$ cat src/rtl/double_ended_queue_indexed_assert.svh
// Assertion macros for the indexed double-ended queue.
`ifndef DOUBLE_ENDED_QUEUE_INDEXED_ASSERT_SVH
`define DOUBLE_ENDED_QUEUE_INDEXED_ASSERT_SVH

// Same-cycle implication, sampled on clock, off during reset.
`define DEQ_IDX_ASSERT_NOW(name, pre, post) \
   name: assert property (@(posedge clock) disable iff (reset) (pre) |-> (post)) \
      else $error("deque check failed");

// Next-cycle implication, sampled on clock, off during reset.
`define DEQ_IDX_ASSERT_NEXT(name, pre, post) \
   name: assert property (@(posedge clock) disable iff (reset) (pre) |=> (post)) \
      else $error("deque check failed");

`endif

$ cat src/rtl/deq_idx_pkg.sv
// Shared types and constants for the indexed double-ended queue.
package deq_idx_pkg;

   localparam int DEPTH_DEFAULT      = 16;
   localparam int DATA_WIDTH_DEFAULT = 32;

   typedef enum logic [2:0] {
      OP_PUSH_BACK  = 3'd0,
      OP_PUSH_FRONT = 3'd1,
      OP_POP_BACK   = 3'd2,
      OP_POP_FRONT  = 3'd3,
      OP_READ       = 3'd4,
      OP_CLEAR      = 3'd5
   } op_type;

   typedef enum logic [1:0] {
      ST_OK    = 2'd0,
      ST_FULL  = 2'd1,
      ST_EMPTY = 2'd2,
      ST_RANGE = 2'd3
   } status_type;

endpackage

$ cat src/rtl/deq_idx_ram.sv
// Generic single-write, single-read RAM with registered read data.
module deq_idx_ram #(
   parameter int WIDTH = 32,
   parameter int DEPTH = 16
) (
   input  logic                     clock,
   input  logic                     wr_en,
   input  logic [$clog2(DEPTH)-1:0] wr_addr,
   input  logic [WIDTH-1:0]         wr_data,
   input  logic [$clog2(DEPTH)-1:0] rd_addr,
   output logic [WIDTH-1:0]         rd_data
);

   logic [WIDTH-1:0] mem_ff [DEPTH];
   logic [WIDTH-1:0] rd_data_ff;

   always_ff @(posedge clock) begin
      if (wr_en) begin
         mem_ff[wr_addr] <= wr_data;
      end
      rd_data_ff <= mem_ff[rd_addr];
   end

   assign rd_data = rd_data_ff;

endmodule

$ cat src/rtl/double_ended_queue_indexed.sv
// Indexed double-ended queue: ring of slots in RAM with head and count registers.
// The result strobe is registered and comes in the cycle after the transfer is taken.
// Throughput: one transfer per cycle once busy is low; head and count are registers,
// and the slot RAMs (one copy per read port: index, front, back) have registered reads.
// Reset clears head and count; busy stays high for the first cycle after reset.
// The receiver cannot stall: each result is shown for exactly one cycle.
`include "double_ended_queue_indexed_assert.svh"

module double_ended_queue_indexed
   import deq_idx_pkg::*;
#(
   parameter int DEPTH      = DEPTH_DEFAULT,
   parameter int DATA_WIDTH = DATA_WIDTH_DEFAULT
) (
   input  logic        clock,
   input  logic        reset,
   input  logic        start,
   output logic        busy,
   input  logic [2:0]  req_op,
   input  logic [31:0] req_value,
   input  logic [3:0]  req_index,
   output logic        rsp_strobe,
   output logic [31:0] rsp_read_data,
   output logic [31:0] rsp_front_value,
   output logic [31:0] rsp_back_value,
   output logic [4:0]  rsp_size,
   output logic        rsp_is_empty,
   output logic [1:0]  rsp_status
);

   localparam int AW = $clog2(DEPTH);
   localparam int CW = $clog2(DEPTH + 1);
   localparam int SW = (AW + 1 > 5) ? AW + 1 : 5;

   function automatic logic [AW-1:0] wrap(input logic [SW-1:0] s);
      logic [SW-1:0] r;
      if (s >= SW'(DEPTH)) begin
         r = s - SW'(DEPTH);
      end else begin
         r = s;
      end
      return r[AW-1:0];
   endfunction

   logic                  busy_ff;
   logic                  strobe_ff;
   logic [AW-1:0]         head_ff, head_in;
   logic [CW-1:0]         count_ff, count_in;

   logic                  accept;
   op_type                op;
   status_type            status;
   logic                  full, empty;
   logic                  wr_en;
   logic [AW-1:0]         wr_addr;
   logic [DATA_WIDTH-1:0] wr_data;
   logic                  rd_ok;
   logic [AW-1:0]         idx_addr, front_addr, back_addr;

   logic                  rd_ok_ff;
   logic                  fwd_front_ff, fwd_back_ff;
   logic                  empty_ff;
   logic [DATA_WIDTH-1:0] wr_data_ff;
   status_type            status_ff;
   logic [4:0]            size_ff;

   logic [DATA_WIDTH-1:0] idx_q, front_q, back_q;

   assign accept  = start & ~busy;
   assign op      = op_type'(req_op);
   assign full    = (count_ff == CW'(DEPTH));
   assign empty   = (count_ff == '0);
   assign wr_data = DATA_WIDTH'(req_value);

   always_comb begin
      head_in  = head_ff;
      count_in = count_ff;
      status   = ST_OK;
      wr_en    = 1'b0;
      wr_addr  = wrap(SW'(head_ff) + SW'(count_ff));
      rd_ok    = 1'b0;
      unique case (op)
         OP_PUSH_BACK: begin
            if (full) begin
               status = ST_FULL;
            end else begin
               wr_en    = 1'b1;
               count_in = count_ff + CW'(1);
            end
         end
         OP_PUSH_FRONT: begin
            if (full) begin
               status = ST_FULL;
            end else begin
               head_in  = (head_ff == '0) ? AW'(DEPTH - 1) : head_ff - AW'(1);
               wr_addr  = head_in;
               wr_en    = 1'b1;
               count_in = count_ff + CW'(1);
            end
         end
         OP_POP_BACK: begin
            if (empty) begin
               status = ST_EMPTY;
            end else begin
               count_in = count_ff - CW'(1);
            end
         end
         OP_POP_FRONT: begin
            if (empty) begin
               status = ST_EMPTY;
            end else begin
               head_in  = (head_ff == AW'(DEPTH - 1)) ? '0 : head_ff + AW'(1);
               count_in = count_ff - CW'(1);
            end
         end
         OP_READ: begin
            if (SW'(req_index) >= SW'(count_ff)) begin
               status = ST_RANGE;
            end else begin
               rd_ok = 1'b1;
            end
         end
         OP_CLEAR: begin
            head_in  = '0;
            count_in = '0;
         end
         default: begin
         end
      endcase
   end

   assign idx_addr   = wrap(SW'(head_ff) + SW'(req_index));
   assign front_addr = head_in;
   assign back_addr  = (count_in == '0) ? head_in
                                        : wrap(SW'(head_in) + SW'(count_in) - SW'(1));

   always_ff @(posedge clock) begin
      if (reset) begin
         busy_ff   <= 1'b1;
         strobe_ff <= 1'b0;
         head_ff   <= '0;
         count_ff  <= '0;
      end else begin
         busy_ff   <= 1'b0;
         strobe_ff <= accept;
         if (accept) begin
            head_ff  <= head_in;
            count_ff <= count_in;
         end
      end
   end

   // write-through bypass: RAM read returns old data on a same-address write
   always_ff @(posedge clock) begin
      rd_ok_ff     <= rd_ok;
      fwd_front_ff <= wr_en && (wr_addr == front_addr);
      fwd_back_ff  <= wr_en && (wr_addr == back_addr);
      wr_data_ff   <= wr_data;
      status_ff    <= status;
      empty_ff     <= (count_in == '0);
      size_ff      <= 5'(count_in);
   end

   deq_idx_ram #(.WIDTH(DATA_WIDTH), .DEPTH(DEPTH)) u_ram_idx (
      .clock   (clock),
      .wr_en   (accept & wr_en),
      .wr_addr (wr_addr),
      .wr_data (wr_data),
      .rd_addr (idx_addr),
      .rd_data (idx_q)
   );

   deq_idx_ram #(.WIDTH(DATA_WIDTH), .DEPTH(DEPTH)) u_ram_front (
      .clock   (clock),
      .wr_en   (accept & wr_en),
      .wr_addr (wr_addr),
      .wr_data (wr_data),
      .rd_addr (front_addr),
      .rd_data (front_q)
   );

   deq_idx_ram #(.WIDTH(DATA_WIDTH), .DEPTH(DEPTH)) u_ram_back (
      .clock   (clock),
      .wr_en   (accept & wr_en),
      .wr_addr (wr_addr),
      .wr_data (wr_data),
      .rd_addr (back_addr),
      .rd_data (back_q)
   );

   assign busy            = busy_ff;
   assign rsp_strobe      = strobe_ff;
   assign rsp_read_data   = rd_ok_ff ? 32'(idx_q) : '0;
   assign rsp_front_value = empty_ff ? '0 : (fwd_front_ff ? 32'(wr_data_ff) : 32'(front_q));
   assign rsp_back_value  = empty_ff ? '0 : (fwd_back_ff ? 32'(wr_data_ff) : 32'(back_q));
   assign rsp_size        = size_ff;
   assign rsp_is_empty    = empty_ff;
   assign rsp_status      = status_ff;

   `DEQ_IDX_ASSERT_NOW(a_count_bound, 1'b1, count_ff <= CW'(DEPTH))
   `DEQ_IDX_ASSERT_NEXT(a_result_follows, accept, rsp_strobe)
   `DEQ_IDX_ASSERT_NOW(a_empty_matches, rsp_strobe, rsp_is_empty == (count_ff == '0))
   `DEQ_IDX_ASSERT_NEXT(a_full_push_held,
      accept && full && (op == OP_PUSH_BACK || op == OP_PUSH_FRONT),
      $stable(count_ff) && rsp_status == ST_FULL)
   `DEQ_IDX_ASSERT_NOW(a_empty_pop, rsp_strobe && rsp_status == ST_EMPTY, rsp_is_empty)

endmodule

$ cat config.mk
export PLATFORM = sky130hd
export DESIGN_NAME = double_ended_queue_indexed
export DESIGN_NICKNAME = d
export VERILOG_FILES = /design/src/rtl/deq_idx_pkg.sv /design/src/rtl/deq_idx_ram.sv /design/src/rtl/double_ended_queue_indexed.sv
export VERILOG_INCLUDE_DIRS = /design/src /design/src/rtl
export SDC_FILE = /design/constraint.sdc
export NUM_CORES = 1
export LEC_CHECK = 0
export BUFFER_PORTS_ARGS = -buffer_cell sky130_fd_sc_hd__buf_2
export CAP_MARGIN = 25
export CELL_PAD_IN_SITES_DETAIL_PLACEMENT = 0
export CELL_PAD_IN_SITES_GLOBAL_PLACEMENT = 1
export CORE_MARGIN = 3
export CORE_UTILIZATION = 30
export DETAILED_ROUTE_END_ITERATION = 6
export PLACE_DENSITY = 0.54
export SYNTH_ARGS = -nofsm -noshare
export SYNTH_HDL_FRONTEND = slang
export SYNTH_SLANG_ARGS = --single-unit
$ cat constraint.sdc
create_clock -name clock -period 5.71 [get_ports clock]
set_clock_uncertainty 0.15 [all_clocks]
set_input_delay 0.571 -clock clock [delete_from_list [all_inputs] [get_ports clock]]
set_output_delay 0.571 -clock clock [all_outputs]
set_load 0.02 [all_outputs]
# --- Yosys cells after proc, flatten, opt, wreduce, memory -nomap -nowiden ---
# Memory sizes are Yosys's and may differ from the RTL's. A register that Yosys moved wholly into a read port is not among the register bits.
# Cells that the tools add are included.
# Widths: inputs -> output; s select.
totals:
  reg_bits: 54
  latch_bits: 0
  ram_bits: 1536
  mem_bits_ro: 0
  word_cells: 78
  n_memories: 3
mem_list:
  columns: ["name", "depth", "word_bits", "rd", "rd_ports_with_merged_regs", "wr", "line", "rtl"]
  rows:
  - ["u_ram_back.mem_ff", 16, 32, 1, 1, 1, "deq_idx_ram.sv:14", "logic [WIDTH-1:0] mem_ff [DEPTH];"]
  - ["u_ram_front.mem_ff", 16, 32, 1, 1, 1, "deq_idx_ram.sv:14", null]
  - ["u_ram_idx.mem_ff", 16, 32, 1, 1, 1, "deq_idx_ram.sv:14", null]
op_classes:
  addsub: 11
  multipliers: 0
  n_div: 0
  n_lt_le_gt_ge: 4
  n_eq_ne: 9
  shift: 0
  mux: 29
  n_bitwise: 3
  n_reduce_logical: 8
op_table:
  columns: ["op", "n"]
  rows:
  - ["$mux 32", 5]
  - ["$mux 4", 10]
  - ["$sub 4x1->4 const B", 4]
  - ["$ge 5x5->1 const B", 3]
  - ["$pmux 5 s3", 1]
  - ["$pmux 4 s3", 1]
  - ["$add 4x5->5", 2]
  - ["$logic_not 5->1", 2]
  - ["$mux 5", 2]
  - ["$sub 5x1->5 const B", 2]
  - ["$eq 4x4->1", 2]
  - ["$mux 1", 7]
  - ["$eq 3x2->1 const B", 2]
  - ["$eq 3x3->1 const B", 2]
  - ["$pmux 2 s3", 1]
  - ["$add 4x4->5", 1]
  - ["$add 5x1->5 const B", 1]
  - ["$eq 5x5->1 const B", 1]
  - ["$ge 4x5->1", 1]
  - ["$add 4x1->4 const B", 1]
  - ["$eq 4x4->1 const B", 1]
  - ["$logic_not 4->1", 1]
  - ["$mux 2", 2]
  - ["$reduce_or 2->1", 2]
  - ["5 further kinds", 7]

# --- Depth between registers and ports, before layout ---
# Gate-level depths: netlist (run 1).
logic_depth:
  word_depth: 11
  depth_mapped: 23

# --- Modules after synthesis ---
# A second synthesis (run 1) with hierarchy kept.
hier_totals:
  hier_cells: 2969
  hier_area_um2: 63330.7
by_module_without_submodules:
  columns: ["mod", "instances", "cells_per_inst", "area_each_um2", "seq_area_each_um2"]
  rows:
  - ["deq_idx_ram at u_ram_front ...", 2, 838, 19854.0, 16015.4]
  - ["deq_idx_ram at u_ram_back", 1, 838, 19835.3, 16015.4]
  - ["double_ended_queue_indexed", 1, 455, 3787.4, 1081.0]

# --- Worst setup path after synthesis (run 1) ---
# Ideal clock, no wire load.
synth_timing:
  path_type: "register to register"
  from: "reg count_ff[1]"
  to: "reg u_ram_back.rd_data_ff[8], in the netlist u_ram_back.rd_data[8] (read register of u_ram_back.mem_ff)"
  setup_time_ns: 0.134
  t_arrival_ns: 4.899
  required_time_ns: 5.426
  slack_ns: 0.527
  path_stages_with_launch: 23
  period_less_slack_ns: 5.183
  cell_sequence: "dfxtp_1 inv_1 ha_1 or4b_4 and4_1 a41oi_1 nand2_1 inv_2 clkbuf_1 clkbuf_1 clkbuf_1 ha_1 inv_1 ha_1 inv_1 fa_1 xnor2_1 xnor2_1 xnor2_1 a31oi_1 clkbuf_1 a221oi_1 or4_1"
synth_between:
  elab_chain_cells: 8
synth_rtl:
  columns: ["element", "line", "rtl"]
  rows:
  - ["start: declaration", "double_ended_queue_indexed.sv:48", "logic [CW-1:0] count_ff, count_in;"]
  - ["start signal: assignment", "double_ended_queue_indexed.sv:148", "count_ff <= count_in;"]
  - ["$sub 5x1->5 (tied with other cells)", "double_ended_queue_indexed.sv:105, double_ended_queue_indexed.sv:113", null]
  - ["$mux 5 (tied with other cells)", "double_ended_queue_indexed.sv:102, double_ended_queue_indexed.sv:109", null]
  - ["$pmux 5 s3 or $pmux 4 s3 (tied branches)", "double_ended_queue_indexed.sv:82", "unique case (op)"]
  - ["$add 4x5->5", "double_ended_queue_indexed.sv:135", ": wrap(SW'(head_in) + SW'(count_in) - SW'(1));"]
  - ["$sub 5x1->5", "double_ended_queue_indexed.sv:135", null]
  - ["$sub 4x1->4 or $ge 5x5->1 (tied branches)", "double_ended_queue_indexed.sv:38, double_ended_queue_indexed.sv:37", null]
  - ["$mux 4", "double_ended_queue_indexed.sv:37", "if (s >= SW'(DEPTH)) begin"]
  - ["$mux 4 *", "double_ended_queue_indexed.sv:134", "assign back_addr = (count_in == '0) ? head_in"]
  - ["end: declaration", "deq_idx_ram.sv:15", "logic [WIDTH-1:0] rd_data_ff;"]
# Every way passes the cells marked *; elsewhere a longest branch is shown, timed or not.
# A chain may end at the register's enable or synchronous reset.

# --- Worst setup path after layout (run 1) ---
layout_timing:
  from: "reg count_ff[1]"
  to: "reg u_ram_back.rd_data_ff[25], in the netlist u_ram_back.rd_data[25] (read register of u_ram_back.mem_ff)"
# Same word-level chain as after synthesis.

==> flow_summary.json, run 1 <==
{
  "critPathKind": "register to register",
  "cp_top_family": "adder cells",
  "wl_per_cell_microns": 27.6,
  "tightest_slew_ns": 1.04,
  "status": "finished clean",
  "ir_drop_mv": 0.270,
  "tns_ns": 0,
  "relSlewSlack": 0.307,
  "ys_ff_latch": 662,
  "worstSkewPairLatency_ns": 0.67,
  "yosys.area.top_type_share": 0.454,
  "grt-ovfl-total": 0,
  "ys_types": 64,
  "synthArstFlopShare": 0,
  "finalCriticalPeriod_ns": 5.31,
  "io_buffer_count": 147,
  "die_area_sq_um": 117000,
  "globalRouteTotalUtil": 0.213,
  "synth_edf_count": 512,
  "netlist_instances": 3026,
  "setup_viol": 0,
  "grt_max_degree": 142,
  "grt_pass1_vias": 26600,
  "dp_hpwl_mm": 68.8,
  "powerDensity_nw_per_um2": 394,
  "yosysMostFrequentCell": "nand2_1",
  "antenna_found_initial": 7,
  "first_pass_iters": 6,
  "antenna_left": 0,
  "seq_area_frac_synth": 0.543,
  "slew_viol_final": 0,
  "root_buffer": "clkbuf_16",
  "multi_input_area_sq_um": 14600,
  "p_leak_nw": 14.1,
  "max-cap-violations": 0,
  "avgSynthCellArea_sq_um": 11.2,
  "period_share": 0.929,
  "die_h_microns": 342,
  "place_inst": 4463,
  "regArea_sq_um": 18400,
  "max_stage_delay_ns": 0.53,
  "numClockSinks": 662,
  "cp.required_ns": 6.09,
  "rsz0062_at_grt": "false",
  "grt_pass1_wl_mm": 186,
  "slowest_stage": "or4_1",
  "netlist_area_sq_um": 33900,
  "yosys.area.top_type": "edfxtp_1",
  "rows": 122,
  "synth_area_leaders": "edfxtp_1, dfxtp_1, mux4_2",
  "layout.nets": 3124,
  "crit_chain": "inv_1 > ha_1 > nor4b_2 > o22ai_1 > a21oi_1 > a31oi_4 > inv_4 > ha_1 > inv_1 > ha_1 > inv_1 > fa_1 > xnor2_1 > xnor2_1 > xnor2_1 > o22a_2 > buf_4 > a221oi_1 > or4_1",
  "cts_made_buffers": 81,
  "layout-drive-gt1-share": 0.164,
  "critical_path_arrival_ns": 5.69,
  "crit_fanout": 16,
  "synthFlopType": "edfxtp_1",
  "fillers": 10800,
  "place_area_sq_um": 36600,
  "area_delta_synth_final_pct": 16.4,
  "die_w_microns": 342,
  "hp-class": "input pin to register",
  "design_area_sq_um": 39400,
  "clock.fmax_ghz": 0.188,
  "cts_buffer_depth": 3,
  "path_clk_slew_ns": 0.06,
  "routabilityCongestion": 0.814,
  "via_count": 26700,
  "routed_wl_mm": 127,
  "start_util": 0.304,
  "coreArea_sq_um": 111000,
  "drc_errors": 0,
  "finalPower_mw": 15.5,
  "crit_buf_inv": 5,
  "drtIter0Drc": 2637,
  "vias_per_cell": 5.78,
  "netlist_top_cells_count": "nand2_1, edfxtp_1, clkbuf_1",
  "crit_path_end_kind": "register",
  "io_pins": 148,
  "htreeDepth": 3,
  "stdcell_count": 4620,
  "syn_nets": 3089,
  "cts_tree": "done",
  "ys_warn_count": 0,
  "hold_violations": 0,
  "worst_setup_path_start_kind": "register"
}
-- metrics by stage --
step | utilization | setup slack (ns) | hold WS [ns]
global route | 0.354 | 0.0594 | 0.0339
CTS | 0.354 | 0.324 | 0.000122
floorplan | - | 0.527 | 0.356
finish | 0.354 | 0.403 | 0.0384
detailed placement | 0.329 | 0.357 | 0.406
global placement | 0.329 | 0.372 | 0.413
-- registers in the layout (all words and copies together), names as in the netlist --
register and flops:
u_ram_front.mem_ff 320, u_ram_idx.mem_ff 192, u_ram_back.rd_data 32, u_ram_front.rd_data 32, u_ram_idx.rd_data 32, wr_data_ff 32
count_ff 5, rsp_size 5, head_ff 4, rsp_status 2, busy 1, fwd_back_ff 1
fwd_front_ff 1, rd_ok_ff 1, rsp_is_empty 1, rsp_strobe 1
-- worst paths after layout --
kind	from	end	slack [ns]	depth (start not counted)
min reg2reg	count_ff[1]	count_ff[1]	0.41	2
min	req_value[14]	wr_data_ff[14]	0.04	1
max reg2reg	count_ff[1]	u_ram_back.rd_data[25]	0.40	19
max	count_ff[1]	u_ram_back.rd_data[25]	0.40	19
-- metal layers --
| metal | vias to the layer above | wire length [microns] | global-route usage |
|---|---|---|---|
| li1 | 11500 | - | - |
| met1 | 13700 | 55800 | 0.296 |
| met2 | 1215 | 58300 | 0.338 |
| met3 | 241 | 9490 | 0.0381 |
| met4 | 4 | 3780 | 0.0681 |
| met5 | - | 23 | 0 |
-- placed cells by master (no fill, tap or decap), drive strengths merged, types with 3 or more instances in the layout --
master / netlist / layout
clkinvlp: 0 / 5
nand2b: 9 / 9
fa: 3 / 3
edfxtp: 512 / 512
ha: 18 / 18
xor2: 7 / 7
nor4: 3 / 3
and2: 66 / 66
o211ai: 4 / 4
o21ai: 8 / 8
buf: 72 / 217
nor3: 5 / 5
mux2i: 194 / 194
a21oi: 178 / 178
inv: 21 / 25
a21o: 4 / 4
or4: 32 / 32
clkbuf: 195 / 107
a311oi: 97 / 97
xnor2: 13 / 13
a211oi: 35 / 35
and3: 66 / 66
a41oi: 3 / 3
a31oi: 68 / 68
mux4: 128 / 128
clkinv: 0 / 26
bufinv: 0 / 10
nor2: 104 / 104
nand2: 727 / 727
nand3: 137 / 137
nor2b: 3 / 3
dfxtp: 150 / 150
o21a: 4 / 4
a221oi: 129 / 129
or3: 3 / 3
-- repair_timing --
action                                  4_1_cts  5_1_grt
hold endpoints to repair                      2        0
hold buffers                                  2        0
endpoints found under the setup margin        0       31
gates resized for setup                       0        1
buffers inserted                              0        0
-- report_power, final --
| group | internal [mW] | leakage, nW | switching, mW |
|---|---|---|---|
| logic | 1.54 | 6.94 | 2.98 |
| registers | 5.47 | 5.86 | 0.178 |
| clock network | 3.16 | 1.32 | 2.19 |
| total | 10.2 | 14.1 | 5.36 |
-- final cells by class --
type	instances	share of cell area
multi-input cells	2076	0.369
clock buffers	107	0.0552
inverters	21	0.00225
repair buffers	219	0.0448
well taps	1488	0.0472
flip-flops and latches	662	0.467
diodes	2	0.000127
clock inverters	45	0.0146
-- logic make-up after synthesis --
group / after synthesis / share of synthesized area
AND/OR/NAND/NOR: 1168 / 0.152
flip-flops: 662 / 0.543
AO/OA/AOI/OAI: 545 / 0.115
multiplexers: 322 / 0.143
buffers and inverters: 288 / 0.0349
adder cells (fa/ha/maj): 21 / 0.00843
XOR/XNOR: 20 / 0.00517
(Power assumes the default switching activity.)
==> inputs of run 2 (changes only) <==
--- a/config.mk
+++ b/config.mk
@@ -6,6 +6,7 @@
 export SDC_FILE = /design/constraint.sdc
 export NUM_CORES = 1
 export LEC_CHECK = 0
+export ABC_AREA = 1
 export BUFFER_PORTS_ARGS = -buffer_cell sky130_fd_sc_hd__buf_2
 export CAP_MARGIN = 25
 export CELL_PAD_IN_SITES_DETAIL_PLACEMENT = 0
@@ -13,7 +14,7 @@
 export CORE_MARGIN = 3
 export CORE_UTILIZATION = 30
 export DETAILED_ROUTE_END_ITERATION = 6
-export PLACE_DENSITY = 0.54
+export PLACE_DENSITY = 0.56
 export SYNTH_ARGS = -nofsm -noshare
 export SYNTH_HDL_FRONTEND = slang
 export SYNTH_SLANG_ARGS = --single-unit
==> constraint.sdc (replaced) <==
create_clock -name clock -period 5.3 [get_ports clock]
set_clock_uncertainty 0.15 [all_clocks]
set_input_delay 0.53 -clock clock [delete_from_list [all_inputs] [get_ports clock]]
set_output_delay 0.53 -clock clock [all_outputs]
set_load 0.02 [all_outputs]
==> run 2 against run 1 <==
Critical path depth rose by 2; clock power rose by 8.6%; non-clock buffer count rose by 48; design area rose by 6.8%; global-route usage rose by 2.2 points; critical path type unchanged; utilization fell by 0.46 points; worst hold slack got worse by 0.0045 ns; worst setup slack improved by 0.24 ns; largest power group is now combinational logic; synthesized area rose by 8.0%; routed wire length rose by 20%; combinational power rose by 44%.
==> flow_summary.json, run 2 <==
{
  "status": "finished clean",
  "grt_max_degree": 198,
  "yosys.area.top_type_share": 0.420,
  "antenna_found_initial": 1,
  "yosysMostFrequentCell": "nand2_1",
  "largest_reg_flops": 320,
  "routed_wl_mm": 152,
  "avgSynthCellArea_sq_um": 8.17,
  "hp-class": "input pin to register",
  "vias_per_cell": 5.33,
  "rr_startpoint": "count_ff[1]",
  "path_clk_slew_ns": 0.07,
  "largest-register": "u_ram_front.mem_ff",
  "place_area_sq_um": 39100,
  "clock.fmax_ghz": 0.215,
  "cts_buffer_depth": 3,
  "slew_viol_final": 0,
  "area_delta_synth_final_pct": 15.1,
  "rows": 127,
  "start_util": 0.304,
  "ff2ff_setup_slack_ns": 0.64,
  "wl_per_cell_microns": 24.8,
  "stdcell_count": 6157,
  "p_leak_nw": 17.1,
  "die_w_microns": 355,
  "n_antenna_cell": 0,
  "die_h_microns": 355,
  "ys_types": 40,
  "tns_ns": 0,
  "grt-ovfl-total": 0,
  "drtIter0Drc": 2980,
  "relSlewSlack": 0.260,
  "reg2regPathDepth": 21,
  "syn_nets": 4541,
  "ir_drop_mv": 0.320,
  "die_area_sq_um": 126000,
  "worst_setup_path_start_kind": "register",
  "finalCriticalPeriod_ns": 4.66,
  "cts_setup_buffers": 0,
  "period_share": 0.879,
  "io_pins": 148,
  "synthFlopType": "edfxtp_1",
  "numClockSinks": 662,
  "cts_tree": "done",
  "drc_errors": 0,
  "max-cap-violations": 0,
  "r2r_end": "u_ram_back.rd_data[7]",
  "worstSkewPairLatency_ns": 0.67,
  "ys_ff_latch": 662,
  "root_buffer": "clkbuf_16",
  "layout.nets": 4536,
  "critPathKind": "register to register",
  "cts_made_buffers": 85,
  "crit_fanout": 32,
  "grt_pass1_wl_mm": 222,
  "netlist_top_cells_count": "nand2_1, nand3_1, inv_1",
  "hp-start": "req_value[28]",
  "htreeDepth": 3,
  "globalRouteTotalUtil": 0.236,
  "rsz0062_at_grt": "false",
  "critical_path_arrival_ns": 5.10,
  "via_count": 32800,
  "synthArstFlopShare": 0,
  "cp.required_ns": 5.75,
  "yosys.area.top_type": "edfxtp_1",
  "design_area_sq_um": 42100,
  "seq_area_frac_synth": 0.503,
  "reg_top3": "u_ram_front.mem_ff x320, u_ram_idx.mem_ff x192",
  "ctsHoldBuffers": 23,
  "io_buffer_count": 147,
  "powerDensity_nw_per_um2": 439,
  "mostFrequentLayoutCell": "nand2_1",
  "startpoint": "count_ff[1]",
  "final_cell_mix": "nand2_1, nand3_1, inv_1, edfxtp_1, a21oi_1",
  "place_inst": 5975,
  "antenna_left": 0,
  "setup.worst_path.end": "u_ram_back.rd_data[7]",
  "hold_ws_ns": 0.0339,
  "synth_edf_count": 512,
  "routabilityCongestion": 0.803,
  "ys_warn_count": 0,
  "setup_viol": 0,
  "dp_hpwl_mm": 84.2,
  "grt_pass1_vias": 31200,
  "cts_resized": 0,
  "netlist_area_sq_um": 36600,
  "tightest_slew_ns": 1.11,
  "coreArea_sq_um": 120000,
  "first_pass_iters": 6,
  "hold_violations": 0,
  "fin_util": 0.350,
  "netlist_instances": 4478,
  "layout-drive-gt1-share": 0.0955,
  "synth_area_leaders": "edfxtp_1, nand3_1, nand2_1",
  "crit_path_end_kind": "register"
}
==> run 2: changes by cell type after synthesis, sizes merged, moves of 160 or more <==
cell,change
mux2i,-194
o21ai,+421
a21oi,+254
nand2,+160
o211ai,+169
nand3,+674
inv,+528
==> run 2: logic make-up (layout without fill, tap and decap cells) <==
logic type               count (synthesis)  after routing  synth area share
AO/OA/AOI/OAI                         1071           1071             0.162
buffers and inverters                  908            975             0.101
XOR/XNOR                                16             16           0.00404
AND/OR/NAND/NOR                       1800           1800             0.223
adder cells (fa/ha/maj)                 21             21           0.00780
flip-flops                             662            662             0.503
==> run 2: area by class of cell <==
cell class / count / area, sq um
inverter: 549 / 2070
fill: 12700 / 78400
sequential: 662 / 18400
timing repair buffer: 267 / 2080
multi-input combinational: 2908 / 14800
tap: 1612 / 2020
clock inverter: 34 / 293
clock buffer: 125 / 2470
==> run 2: worst min path at each step <==
stage,end,slack (ns),cells after the start
6_report,wr_data_ff[28],0.03,1
5_1_grt,wr_data_ff[28],0.02,1
4_1_cts,wr_data_ff[28],0.0005,1
3_5_place_dp,count_ff[1],0.46,2
3_3_place_gp,count_ff[1],0.47,2
2_1_floorplan,rsp_status[0],0.40,2
==> run 2: where the power goes <==
| group | switching [mW] | internal, mW | total [mW] | leakage (nW) |
|---|---|---|---|---|
| Sequential | 0.197 | 5.93 | 6.13 | 5.87 |
| Clock | 2.40 | 3.42 | 5.82 | 1.36 |
| Combinational | 4.68 | 1.85 | 6.52 | 9.87 |
| Total | 7.27 | 11.2 | 18.5 | 17.1 |
==> run 2: per-layer routing <==
layer	global-route usage	share of wire
met5	0	0
met4	0.0575	0.021
met3	0.0279	0.056
met2	0.385	0.46
met1	0.332	0.46
==> run 2: critical path: stages, from the launching register on <==
cell	delay, ns
dfxtp_1	0.37
inv_1	0.28
ha_1	0.21
buf_4	0.17
nand3_2	0.23
inv_2	0.12
nand2_1	0.05
nand3_1	0.09
nand2_2	0.09
nor2_8	0.18
ha_1	0.26
inv_1	0.06
ha_1	0.13
inv_1	0.05
fa_1	0.42
xnor2_1	0.14
or2_2	0.31
nand3_2	0.13
xor2_4	0.17
buf_4	0.67
nand3_1	0.16
nand2_1	0.11
==> run 2: per-stage QoR <==
step | worst slack, ns | power, mW
2_1_floorplan | 1.01 | 10.2
3_3_place_gp | 0.779 | 12.8
3_5_place_dp | 0.680 | 12.7
4_1_cts | 0.671 | 18.6
5_1_grt | 0.387 | 19.4
6_report | 0.642 | 18.5
